**src/hw/rtl/tqp_pkg.sv**
```systemverilog
package tqp_pkg;

    localparam int FREQ_W    = 16;
    localparam int DUR_W     = 16;
    localparam int DIVOUT_W  = 16;
    localparam int QCNT_W    = 3;

    localparam int DVD_W     = 21;
    localparam int DVS_W     = 16;

    localparam logic [DVD_W-1:0]  PIT_CLOCK = 21'd1193180;
    localparam logic [FREQ_W-1:0] FREQ_MIN  = 16'd20;
    localparam logic [FREQ_W-1:0] FREQ_MAX  = 16'd20000;

    localparam logic KIND_REQ  = 1'b0;
    localparam logic KIND_TICK = 1'b1;

    typedef enum logic [2:0] {
        S_IDLE,
        S_POP,
        S_LOAD,
        S_DIVF,
        S_RESP
    } t_state;

endpackage

```
**src/hw/rtl/tqp_divider.sv**
```systemverilog
module tqp_divider
    import tqp_pkg::*;
(
    input  logic             i_clk,
    input  logic             i_rst_n,
    input  logic             i_start,
    input  logic [DVD_W-1:0] i_dividend,
    input  logic [DVS_W-1:0] i_divisor,
    output logic             o_done,
    output logic [DVD_W-1:0] o_quotient
);

    localparam int CNT_W = $clog2(DVD_W);

    logic             r_busy;
    logic             r_done;
    logic [CNT_W-1:0] r_cnt;
    logic [DVS_W-1:0] r_rem;
    logic [DVS_W-1:0] r_dvs;
    logic [DVD_W-1:0] r_quo;

    logic [DVS_W:0]   trial;
    logic [DVS_W:0]   diff;
    logic             fits;

    // one restoring step per cycle, MSB first
    always_comb begin
        trial = {r_rem, r_quo[DVD_W-1]};
        diff  = trial - {1'b0, r_dvs};
        fits  = (trial >= {1'b0, r_dvs});
    end

    always_ff @(posedge i_clk) begin
        if (!i_rst_n) begin
            r_busy <= 1'b0;
            r_done <= 1'b0;
            r_cnt  <= '0;
        end else begin
            r_done <= 1'b0;
            if (i_start) begin
                r_busy <= 1'b1;
                r_cnt  <= '0;
            end else if (r_busy) begin
                if (r_cnt == CNT_W'(DVD_W - 1)) begin
                    r_busy <= 1'b0;
                    r_done <= 1'b1;
                end
                r_cnt <= r_cnt + 1'b1;
            end
        end
    end

    always_ff @(posedge i_clk) begin
        if (i_start) begin
            r_rem <= '0;
            r_dvs <= i_divisor;
            r_quo <= i_dividend;
        end else if (r_busy) begin
            r_rem <= fits ? diff[DVS_W-1:0] : trial[DVS_W-1:0];
            r_quo <= {r_quo[DVD_W-2:0], fits};
        end
    end

    assign o_done     = r_done;
    assign o_quotient = r_quo;

endmodule

```
**src/hw/rtl/tqp_queue.sv**
```systemverilog
module tqp_queue
    import tqp_pkg::*;
#(
    parameter int QUEUE_DEPTH = 4
) (
    input  logic                               i_clk,
    input  logic                               i_rst_n,
    input  logic                               i_push,
    input  logic [FREQ_W-1:0]                  i_freq,
    input  logic [DUR_W-1:0]                   i_dur,
    input  logic                               i_pop,
    output logic [FREQ_W-1:0]                  o_freq,
    output logic [DUR_W-1:0]                   o_dur,
    output logic [$clog2(QUEUE_DEPTH+1)-1:0]   o_count
);

    localparam int PTR_W = $clog2(QUEUE_DEPTH);
    localparam int CNT_W = $clog2(QUEUE_DEPTH + 1);
    localparam int SUM_W = CNT_W + 1;

    logic [FREQ_W-1:0] r_freq_mem [QUEUE_DEPTH];
    logic [DUR_W-1:0]  r_dur_mem  [QUEUE_DEPTH];
    logic [PTR_W-1:0]  r_head;
    logic [CNT_W-1:0]  r_count;
    logic [FREQ_W-1:0] r_rd_freq;
    logic [DUR_W-1:0]  r_rd_dur;

    logic [SUM_W-1:0]  tail_sum;
    logic [PTR_W-1:0]  tail;
    logic [PTR_W-1:0]  head_inc;

    always_comb begin
        tail_sum = SUM_W'(r_head) + SUM_W'(r_count);
        if (tail_sum >= SUM_W'(QUEUE_DEPTH)) begin
            tail = PTR_W'(tail_sum - SUM_W'(QUEUE_DEPTH));
        end else begin
            tail = PTR_W'(tail_sum);
        end
        if (r_head == PTR_W'(QUEUE_DEPTH - 1)) begin
            head_inc = '0;
        end else begin
            head_inc = r_head + 1'b1;
        end
    end

    always_ff @(posedge i_clk) begin
        if (!i_rst_n) begin
            r_head  <= '0;
            r_count <= '0;
        end else begin
            if (i_push) begin
                r_count <= r_count + 1'b1;
            end else if (i_pop) begin
                r_count <= r_count - 1'b1;
                r_head  <= head_inc;
            end
        end
    end

    always_ff @(posedge i_clk) begin
        if (i_push) begin
            r_freq_mem[tail] <= i_freq;
            r_dur_mem[tail]  <= i_dur;
        end
        if (i_pop) begin
            r_rd_freq <= r_freq_mem[r_head];
            r_rd_dur  <= r_dur_mem[r_head];
        end
    end

    assign o_freq  = r_rd_freq;
    assign o_dur   = r_rd_dur;
    assign o_count = r_count;

endmodule

```
**src/hw/rtl/tone_queue_player.sv**
```systemverilog
// Tone queue player.
// Input channel (i_valid / o_ready): one request per item. i_kind selects a
// tone request (frequency in Hz, length in ms) or one elapsed timer tick.
// Output channel (o_valid / i_ready): exactly one result per request, giving
// whether a tone request was queued, the speaker enable, the timer divisor
// of the sounding tone (0 while silent) and the number of waiting tones.
// One request is handled at a time; o_ready is low from acceptance until the
// result is taken. A request that starts no tone has its result valid in the
// cycle after acceptance. One that starts a tone pops the queue head (states
// S_POP, S_LOAD), then runs the radix-2 divider for the timer divisor,
// 21 steps, before its result is valid. The tick count comes from a
// constant reciprocal multiply in the same pass. The divider sets the pace.
// When the receiver holds i_ready low the result stays on the outputs and no
// new request is taken. Reset empties the queue and silences the speaker.
module tone_queue_player
    import tqp_pkg::*;
#(
    parameter int QUEUE_DEPTH = 4,
    parameter int TICK_MS     = 10
) (
    input  logic                i_clk,
    input  logic                i_rst_n,
    input  logic                i_valid,
    output logic                o_ready,
    input  logic                i_kind,
    input  logic [FREQ_W-1:0]   i_freq_in,
    input  logic [DUR_W-1:0]    i_duration_in,
    output logic                o_valid,
    input  logic                i_ready,
    output logic                o_accepted,
    output logic                o_speaker_enable,
    output logic [DIVOUT_W-1:0] o_divisor,
    output logic [QCNT_W-1:0]   o_queued_count
);

    localparam int CNT_W  = $clog2(QUEUE_DEPTH + 1);
    localparam int TICK_W = $clog2((65535 + TICK_MS - 1) / TICK_MS + 1);
    localparam int SUM_W  = DUR_W + 1;
    localparam int RCP_SH = SUM_W + $clog2(TICK_MS);
    localparam int RCP_W  = SUM_W + 1;
    localparam int PROD_W = SUM_W + RCP_W;
    localparam longint unsigned RCP_ONE = 64'd1 << RCP_SH;
    localparam logic [RCP_W-1:0] RCP_M =
        RCP_W'((RCP_ONE + 64'(TICK_MS) - 64'd1) / 64'(TICK_MS));

    t_state              r_state;
    t_state              n_state;
    logic                r_active;
    logic                n_active;
    logic [TICK_W-1:0]   r_ticks;
    logic [TICK_W-1:0]   n_ticks;
    logic [DIVOUT_W-1:0] r_cur_div;
    logic [DIVOUT_W-1:0] n_cur_div;
    logic                r_accepted;
    logic                n_accepted;

    logic                req_fire;
    logic                q_push;
    logic                q_pop;
    logic [FREQ_W-1:0]   q_freq;
    logic [DUR_W-1:0]    q_dur;
    logic [CNT_W-1:0]    q_count;
    logic                q_full;

    logic                div_start;
    logic                div_done;
    logic [DVD_W-1:0]    div_dividend;
    logic [DVS_W-1:0]    div_divisor;
    logic [DVD_W-1:0]    div_quotient;
    logic [FREQ_W-1:0]   freq_clamped;

    logic [SUM_W-1:0]    dur_sum;
    logic [PROD_W-1:0]   dur_prod;
    logic [TICK_W-1:0]   tick_quot;

    assign o_ready  = (r_state == S_IDLE);
    assign req_fire = i_valid && o_ready;
    assign q_full   = (q_count == CNT_W'(QUEUE_DEPTH));

    tqp_queue #(
        .QUEUE_DEPTH(QUEUE_DEPTH)
    ) u_queue (
        .i_clk   (i_clk),
        .i_rst_n (i_rst_n),
        .i_push  (q_push),
        .i_freq  (i_freq_in),
        .i_dur   (i_duration_in),
        .i_pop   (q_pop),
        .o_freq  (q_freq),
        .o_dur   (q_dur),
        .o_count (q_count)
    );

    tqp_divider u_div (
        .i_clk      (i_clk),
        .i_rst_n    (i_rst_n),
        .i_start    (div_start),
        .i_dividend (div_dividend),
        .i_divisor  (div_divisor),
        .o_done     (div_done),
        .o_quotient (div_quotient)
    );

    always_comb begin
        priority if (q_freq < FREQ_MIN) begin
            freq_clamped = FREQ_MIN;
        end else if (q_freq > FREQ_MAX) begin
            freq_clamped = FREQ_MAX;
        end else begin
            freq_clamped = q_freq;
        end
    end

    // ceil(ms / TICK_MS) by reciprocal multiply
    always_comb begin
        dur_sum   = SUM_W'(q_dur) + SUM_W'(TICK_MS - 1);
        dur_prod  = PROD_W'(dur_sum) * PROD_W'(RCP_M);
        tick_quot = dur_prod[RCP_SH +: TICK_W];
    end

    // next state
    always_comb begin
        n_state = r_state;
        unique case (r_state)
            S_IDLE: begin
                if (req_fire) begin
                    if (i_kind == KIND_REQ) begin
                        n_state = (!q_full && !r_active) ? S_POP : S_RESP;
                    end else if (r_active && r_ticks <= TICK_W'(1)
                                 && q_count != '0) begin
                        n_state = S_POP;
                    end else begin
                        n_state = S_RESP;
                    end
                end
            end
            S_POP:  n_state = S_LOAD;
            S_LOAD: n_state = S_DIVF;
            S_DIVF: begin
                if (div_done) begin
                    n_state = S_RESP;
                end
            end
            S_RESP: begin
                if (i_ready) begin
                    n_state = S_IDLE;
                end
            end
            default: n_state = S_IDLE;
        endcase
    end

    // control strobes and register updates
    always_comb begin
        q_push       = 1'b0;
        q_pop        = 1'b0;
        div_start    = 1'b0;
        div_dividend = PIT_CLOCK;
        div_divisor  = DVS_W'(freq_clamped);
        n_active     = r_active;
        n_ticks      = r_ticks;
        n_cur_div    = r_cur_div;
        n_accepted   = r_accepted;
        unique case (r_state)
            S_IDLE: begin
                if (req_fire) begin
                    n_accepted = 1'b0;
                    if (i_kind == KIND_REQ) begin
                        if (!q_full) begin
                            q_push     = 1'b1;
                            n_accepted = 1'b1;
                        end
                    end else if (r_active) begin
                        if (r_ticks != '0) begin
                            n_ticks = r_ticks - 1'b1;
                        end
                        if (r_ticks <= TICK_W'(1)) begin
                            n_active = 1'b0;
                            n_ticks  = '0;
                        end
                    end
                end
            end
            S_POP: begin
                q_pop = 1'b1;
            end
            S_LOAD: begin
                div_start = 1'b1;
            end
            S_DIVF: begin
                if (div_done) begin
                    n_active  = 1'b1;
                    n_cur_div = div_quotient[DIVOUT_W-1:0];
                    n_ticks   = (tick_quot == '0) ? TICK_W'(1) : tick_quot;
                end
            end
            S_RESP: begin
            end
            default: begin
            end
        endcase
    end

    always_ff @(posedge i_clk) begin
        if (!i_rst_n) begin
            r_state    <= S_IDLE;
            r_active   <= 1'b0;
            r_ticks    <= '0;
            r_cur_div  <= '0;
            r_accepted <= 1'b0;
        end else begin
            r_state    <= n_state;
            r_active   <= n_active;
            r_ticks    <= n_ticks;
            r_cur_div  <= n_cur_div;
            r_accepted <= n_accepted;
        end
    end

    assign o_valid          = (r_state == S_RESP);
    assign o_accepted       = r_accepted;
    assign o_speaker_enable = r_active;
    assign o_divisor        = r_active ? r_cur_div : '0;
    assign o_queued_count   = QCNT_W'(q_count);

endmodule

```
**config.mk**
```make
export PLATFORM = sky130hd
export DESIGN_NAME = tone_queue_player
export DESIGN_NICKNAME = d
export VERILOG_FILES = /design/src/hw/rtl/tqp_pkg.sv /design/src/hw/rtl/tqp_divider.sv /design/src/hw/rtl/tqp_queue.sv /design/src/hw/rtl/tone_queue_player.sv
export SDC_FILE = /design/constraint.sdc
export NUM_CORES = 1
export LEC_CHECK = 0
export BUFFER_PORTS_ARGS = -buffer_cell sky130_fd_sc_hd__buf_2
export CAP_MARGIN = 40
export CELL_PAD_IN_SITES_DETAIL_PLACEMENT = 0
export CELL_PAD_IN_SITES_GLOBAL_PLACEMENT = 1
export CORE_MARGIN = 1.5
export CORE_UTILIZATION = 57
export CTS_BUF_LIST = sky130_fd_sc_hd__clkbuf_8
export CTS_CLUSTER_SIZE = 14
export DETAILED_ROUTE_END_ITERATION = 10
export GPL_TIMING_DRIVEN = 0
export PLACE_DENSITY_LB_ADDON = 0.1
export RECOVER_POWER = 50
export SYNTH_ARGS = -nofsm -noshare
export SYNTH_HDL_FRONTEND = slang
export SYNTH_SLANG_ARGS = --single-unit
export TNS_END_PERCENT = 30
```
**constraint.sdc**
```tcl
create_clock -name i_clk -period 15.2 [get_ports i_clk]
set_input_delay 0.76 -clock i_clk [delete_from_list [all_inputs] [get_ports i_clk]]
set_output_delay 0.76 -clock i_clk [all_outputs]
set_load 0.05 [all_outputs]
```
==> results.md, run 1 <==
* Status: complete, no violations
* Final hold vios at 0
* GRT overflow at 0
* Asr flop ratio synth at 0%
* Worst hold endpoint: r_cur_div[10]$_SDFFE_PN0P_
* Core Footprint at 27700 um2
* Final Core Density at 63.9%
* CP max stage cell: xnor2_1
* TNS Setup at 0 ps
* Post-synth EDFFs at 176
* Period utilisation layout at 51.8%
* Initial DRC count at 619
* Detailed placer's ending HPWL at 25.3 mm
* Final WL at 32.0 mm
* Dominant cell type by area after synthesis: edfxtp_1
* Fin nets at 1772
* Share of cells above drive strength 1 at 10.3%
* Clk sinks at 259
* Width of the die at 171 um
* CTS-repair resized insts at 0
* Sequential share of the synthesized area at 43.4%
* Hold path startpoint: r_cur_div[10]$_SDFFE_PN0P_
* Final Critical Period at 7870 ps
* M1 WL at 15.2 mm
* Top Layer Used: met4
* Routed vias/inst at 5.35
* Vias in the first global route at 10.3k
* Worst setup path class: reg -> reg
* H-tree depth at 2
* I/O Pins at 60
* Max_slew headroom at 42.1%
* Top cells by area, synth: edfxtp_1, ha_1, fa_1
* Number of buffers added for setup after CTS at 0
* Vias at 10.2k
* CTS tree: done
* F_max at 127 MHz
* Drt wl/cell at 16.8 um
* CTS Root Cell: clkbuf_8
* GR Util All Layers at 23.1%
* Synth warn at 0
* Critical path required time at 15660 ps
* Metal3 WL at 1.38 mm
* Hold Path Stages at 2
* GPL Wtd Cong at 0.898
* Post-Syn Area at 16000 um2
* Worst path max stage delay at 650 ps
* Die Ht at 171 um
* RSZ-0062 raised after global routing: false
* Yosys top cell area share at 33.0%
* Layout fillers at 2265
* CP delay by family, top: adder cells
* Average size of a mapped cell at 11.6 um2
* CTS clk-pin slew, worst paths at 70 ps
* FP Rows at 61
* CTS buffer count at 41
* Largest net degree at the start of global routing at 22
* Worst R2R Path Depth at 26
* Critical Path Start Type: flop
* I/O Buffers at 59
* Worst R2R End: r_ticks[0]$_SDFFE_PN0P_
* Max Root-Sink Buffers at 3
* Finish-stage setup viols at 0
* RR Startpoint: u_queue.o_dur[0]$_DFFE_PP_
* Drt drc at 0
* Clock skew at 17.1 ps
* Final ANT Viol Nets at 0
* CP Max Fanout at 8
* Predominant post-synthesis flop cell: edfxtp_1
* 1st-pass router iterations at 4
* Global-route wire length before repair at 52.6 mm
* Syn-to-layout area delta at 10.7%
* Reg2Reg Setup Slack at 7330 ps
* Distinct cells, synth at 72
* Buf/Inv on CP at 4
* Worst-Margin Slew at 862 ps
* Initial antenna violation count at 2
* Worst min path class: reg -> reg
* Starting density of the core at 57.7%
* Worst-Skew Late Latency at 550 ps
* Max-cap violations at 0
* CP Data Arrival Time at 8320 ps
* Mapped Cells at 1382
* Hold_buf cts at 0
* Slew Limit Fails at 0
* Metal2 WL at 15.0 mm
* #FFs+latches synth at 259
* Die area at 29100 um2
* CP Capture Type: flop
* Syn nets at 1655
==> metal layers <==
metal  GRT usage [%]  vias up
met2            38.0      197
met3            3.75       43
met5               0        -
li1                -     5031
met4            5.16        0
met1            32.5     4933
==> registers in the layout (all words and copies together) (netlist names), 5 cells and up <==
register and flops:
u_queue.r_dur_mem 64, u_queue.r_freq_mem 64, u_div.o_quotient 21, r_cur_div 16
u_div.r_dvs 16, u_div.r_rem 16, u_queue.o_dur 16, u_queue.o_freq 16
r_ticks 13, u_div.r_cnt 5
==> cells by family after synthesis <==
group                      count (synthesis)  synth area share [%]
buffers and inverters                    253                  5.94
muxes                                     64                  6.51
other                                      1                0.0234
xor gates and xnor gates                  64                  3.50
AOI/OAI and AO/OA                        201                  8.61
and+or+nand+nor                          304                  9.39
DFF                                      259                  43.4
adders and majority gates                236                  22.6
==> layout make-up <==
cell class              instances  area [um2]  share of cell area (%)
repair buffers                 74         428                    2.42
multi-input cells             870        8120                    45.9
well taps                     378         473                    2.67
flip-flops and latches        259        6950                    39.2
inverters                     215         807                    4.56
clock inverters                28         163                   0.919
diodes                          1        2.50                  0.0141
plain buffers                  38         144                   0.813
clock buffers                  45         619                    3.50
==> cell usage in the layout (no fill, tap or decap), types with 24 or more instances in the layout <==
cell,netlist,routed
inv_1,214,223
a21oi_1,48,48
fa_1,88,88
clkbuf_1,30,73
mux4_2,32,32
mux2i_1,32,32
xor2_1,31,31
o21ai_0,41,41
dfxtp_1,83,83
edfxtp_1,176,176
nor3_1,26,24
ha_1,148,148
xnor2_1,33,33
nor2_1,60,58
clkbuf_8,0,45
and2_1,29,26
nand2_1,94,94
==> through the flow <==
stage / setup WS (ps) / hold WS, ps / cells / area, um2
after floorplan: 8360 / 439 / 1382 / 16000
after global placement: 7320 / 448 / 1819 / 16800
after detailed placement: 7290 / 456 / 1834 / 17000
after CTS: 7290 / 380 / 1907 / 17800
after global routing: 6750 / 474 / 1907 / 17700
final: 7330 / 460 / 1908 / 17700
==> worst min-delay path: stages (launching register included) <==
cell,delay (ps)
dfxtp_1,310
nand2_1,50
a21boi_0,60
==> synth_stat cells, drive strengths merged, types with 4 or more instances <==
master and instances:
nor3 26, or2 9, nand4 11, a31oi 7, nor4 6, inv 214
o31ai 4, nand3 18, fa 88, a22oi 8, nor4b 4, a21oi 49
a21o 19, nand2b 7, a311o 4, mux2i 32, ha 148, a21boi 22
xor2 31, a211oi 8, and2 29, buf 8, o21a 4, nor3b 4
edfxtp 176, nor2b 17, nor2 60, clkbuf 30, and3 7, xnor2 33
o21ai 43, mux4 32, nand2 94, dfxtp 83
==> worst max-delay path by stage <==
stage	slack (ps)	cells past startpoint	endpoint	startpoint
global placement	7320	26	r_ticks[0]$_SDFFE_PN0P_	u_queue.o_dur[0]$_DFFE_PP_
finish	7330	26	r_ticks[0]$_SDFFE_PN0P_	u_queue.o_dur[0]$_DFFE_PP_
CTS	7290	26	r_ticks[0]$_SDFFE_PN0P_	u_queue.o_dur[0]$_DFFE_PP_
global route	6750	26	r_ticks[0]$_SDFFE_PN0P_	u_queue.o_dur[0]$_DFFE_PP_
floorplan	8360	26	r_ticks[0]$_SDFFE_PN0P_	u_queue.o_dur[0]$_DFFE_PP_
detailed placement	7290	22	r_ticks[0]$_SDFFE_PN0P_	u_queue.o_dur[0]$_DFFE_PP_
Power of run 1 is not shown: default switching activity piles up to over one toggle a cycle in this logic, so the estimate is an artifact.
==> run 2: changes to the inputs <==
--- a/config.mk
+++ b/config.mk
@@ -10,7 +10,7 @@
 export CELL_PAD_IN_SITES_DETAIL_PLACEMENT = 0
 export CELL_PAD_IN_SITES_GLOBAL_PLACEMENT = 1
 export CORE_MARGIN = 1.5
-export CORE_UTILIZATION = 57
+export CORE_UTILIZATION = 53
 export CTS_BUF_LIST = sky130_fd_sc_hd__clkbuf_8
 export CTS_CLUSTER_SIZE = 14
 export DETAILED_ROUTE_END_ITERATION = 10
==> constraint.sdc (replaced) <==
create_clock -name i_clk -period 8.3 [get_ports i_clk]
set_input_delay 0.415 -clock i_clk [delete_from_list [all_inputs] [get_ports i_clk]]
set_output_delay 0.415 -clock i_clk [all_outputs]
set_load 0.05 [all_outputs]
==> run 2 against run 1 <==
Effect of this change:
- highest routed layer unchanged
- via count down 1.4%
- register-to-register slack lost 6900 ps
- global-route usage down 1.8 points
==> results.md, run 2 (same netlist as run 1, synthesis figures left out) <==
* Worst min path class: in -> reg
* CTS Root Cell: clkbuf_8
* Initial DRC count at 441 (-29%)
* Worst hold endpoint: u_queue.r_freq_mem[0][9]$_DFFE_PP_
* Number of buffers added for setup after CTS at 0 (unchanged)
* Final ANT Viol Nets at 0 (unchanged)
* Critical Path Start Type: flop
* Hold_buf cts at 0 (unchanged)
* Syn-to-layout area delta at 10.9%
* Starting density of the core at 54.0% (-3.8 points)
* Max-cap violations at 0 (unchanged)
* Final WL at 31.9 mm (-0.54%)
* Hold Slack at 140 ps (-321 ps)
* Hold path startpoint: i_freq_in[9]
* CTS clk-pin slew, worst paths at 60 ps (about the same)
* Max Root-Sink Buffers at 3 (unchanged)
* Finish-stage setup viols at 0 (unchanged)
* Status: complete, no violations
* 1st-pass router iterations at 5 (+1)
* Die Ht at 177 um (+3.6%)
* Core Footprint at 29600 um2 (+7.0%)
* Commonest non-fill, non-tap cell in the layout: inv_1
* Commonest cells after routing, fill and taps aside: inv_1, edfxtp_1, ha_1
* RSZ-0062 raised after global routing: false
* Clk sinks at 259 (unchanged)
* CP Capture Type: flop
* Worst setup path class: reg -> reg
* Antenna cells at 0 (-1)
* Global-route wire length before repair at 52.6 mm (about the same)
* F_max at 127 MHz (+0.25%)
* GR Util All Layers at 21.3% (-1.8 points)
* Worst-Skew Late Latency at 540 ps (about the same)
* Final Instance Count excl. Fillers at 1923 (+0.79%)
* Slew Limit Fails at 0 (unchanged)
* I/O Buffers at 59 (unchanged)
* Final Critical Period at 7850 ps (-19.3 ps)
* Final hold vios at 0 (unchanged)
* CP Max Fanout at 6 (-2)
* Worst-Margin Slew at 912 ps (+50.1 ps)
* Clock skew at 15.8 ps (-1.25 ps)
* CP Data Arrival Time at 8300 ps (-20 ps)
* Max_slew headroom at 38.7% (-3.4 points)
* Worst R2R End: r_ticks[0]$_SDFFE_PN0P_
* H-tree depth at 2 (unchanged)
* Worst R2R Path Depth at 22 (-15%)
* Width of the die at 177 um (+3.6%)
* Critical path required time at 8760 ps (-6900 ps)
* Drt drc at 0 (unchanged)
* TNS Setup at 0 ps (unchanged)
* I/O Pins at 60 (unchanged)
* GPL Wtd Cong at 0.895 (-0.36%)
* Vias in the first global route at 10.3k (+0.039%)
* Die area at 31200 um2 (+7.4%)
* Drt wl/cell at 16.6 um (-1.3%)
* CTS buffer count at 43 (+4.9%)
* FP Rows at 63 (+3.3%)
* Final Core Density at 59.9% (-4.0 points)
* GRT overflow at 0 (unchanged)
* Period utilisation layout at 94.5% (+43 points)
* Cells after DPL at 1846 (+0.65%)
* Share of cells above drive strength 1 at 9.39% (-0.94 points)
* Routed vias/inst at 5.23 (-2.2%)
* Hold Path Stages at 1 (-1)
* Reg2Reg Setup Slack at 450 ps (-6880 ps)
* Fin nets at 1774 (+0.11%)
* Largest net degree at the start of global routing at 24 (+9.1%)
* RR Startpoint: u_queue.o_dur[0]$_DFFE_PP_
* CTS tree: done
* Initial antenna violation count at 0 (-2)
* Vias at 10.1k (-1.4%)
* Detailed placer's ending HPWL at 24.8 mm (-1.9%)
[run 2: cell types whose count changed in the layout (fill, tap and decap cells not counted), sizes merged]
cell	before	now
inv	223	235
diode	1	0
buf	39	33
clkbuf	118	126
bufinv	1	2
clkinv	18	7
[run 2: routing by layer]
layer / routed length [um] / global-route usage (%)
met5: 0 / 0
met4: 570 / 5.69
met3: 1230 / 3.16
met2: 14500 / 34.2
met1: 15600 / 30.5
[run 2: how the worst max path moves through the flow]
stage               cells after the start                  startpoint                       to
finish                                 22  u_queue.o_dur[0]$_DFFE_PP_  r_ticks[0]$_SDFFE_PN0P_
global route                           26  u_queue.o_dur[0]$_DFFE_PP_  r_ticks[0]$_SDFFE_PN0P_
CTS                                    26  u_queue.o_dur[0]$_DFFE_PP_  r_ticks[0]$_SDFFE_PN0P_
detailed placement                     26  u_queue.o_dur[0]$_DFFE_PP_  r_ticks[0]$_SDFFE_PN0P_
global placement                       26  u_queue.o_dur[0]$_DFFE_PP_  r_ticks[0]$_SDFFE_PN0P_
floorplan                              26  u_queue.o_dur[0]$_DFFE_PP_  r_ticks[0]$_SDFFE_PN0P_
[run 2: repair_timing]
item | 4_1_cts | 5_1_grt
gates resized for setup | 0 | 1
endpoints found under the hold margin | 0 | 0
setup endpoints to repair | 0 | 2
[run 2: final cells by class]
cell class | instances | area [um2]
Buffer | 38 | 144
Clock buffer | 47 | 647
Fill cell | 2542 | 11900
Tap cell | 390 | 488
Multi-Input combinational cell | 870 | 8130
Timing Repair Buffer | 74 | 404
Clock inverter | 30 | 178
Sequential cell | 259 | 6950
Inverter | 215 | 807
[run 2: per-stage QoR]
stage / setup WS [ps] / area [um2]
floorplan: 1460 / 16000
finish: 453 / 17700
global route: 23.3 / 17700
global placement: 396 / 16800
detailed placement: 241 / 17000
CTS: 237 / 17800
[run 2: worst max-delay path, stage by stage (launching register included)]
cell and delay (ps):
edfxtp_1 490, ha_1 280, a21oi_1 370, nor2_1 130, xor2_1 600, ha_1 450, fa_1 540, fa_1 550
fa_1 530, fa_1 540, inv_1 50, fa_1 530, inv_1 50, ha_1 360, a21o_1 180, a311o_1 340
a21oi_1 130, o21ai_0 90, a211oi_1 410, o21ai_0 210, xor2_1 200, or4b_1 540, o31ai_1 190
Power of run 2 is left out for the same reason.
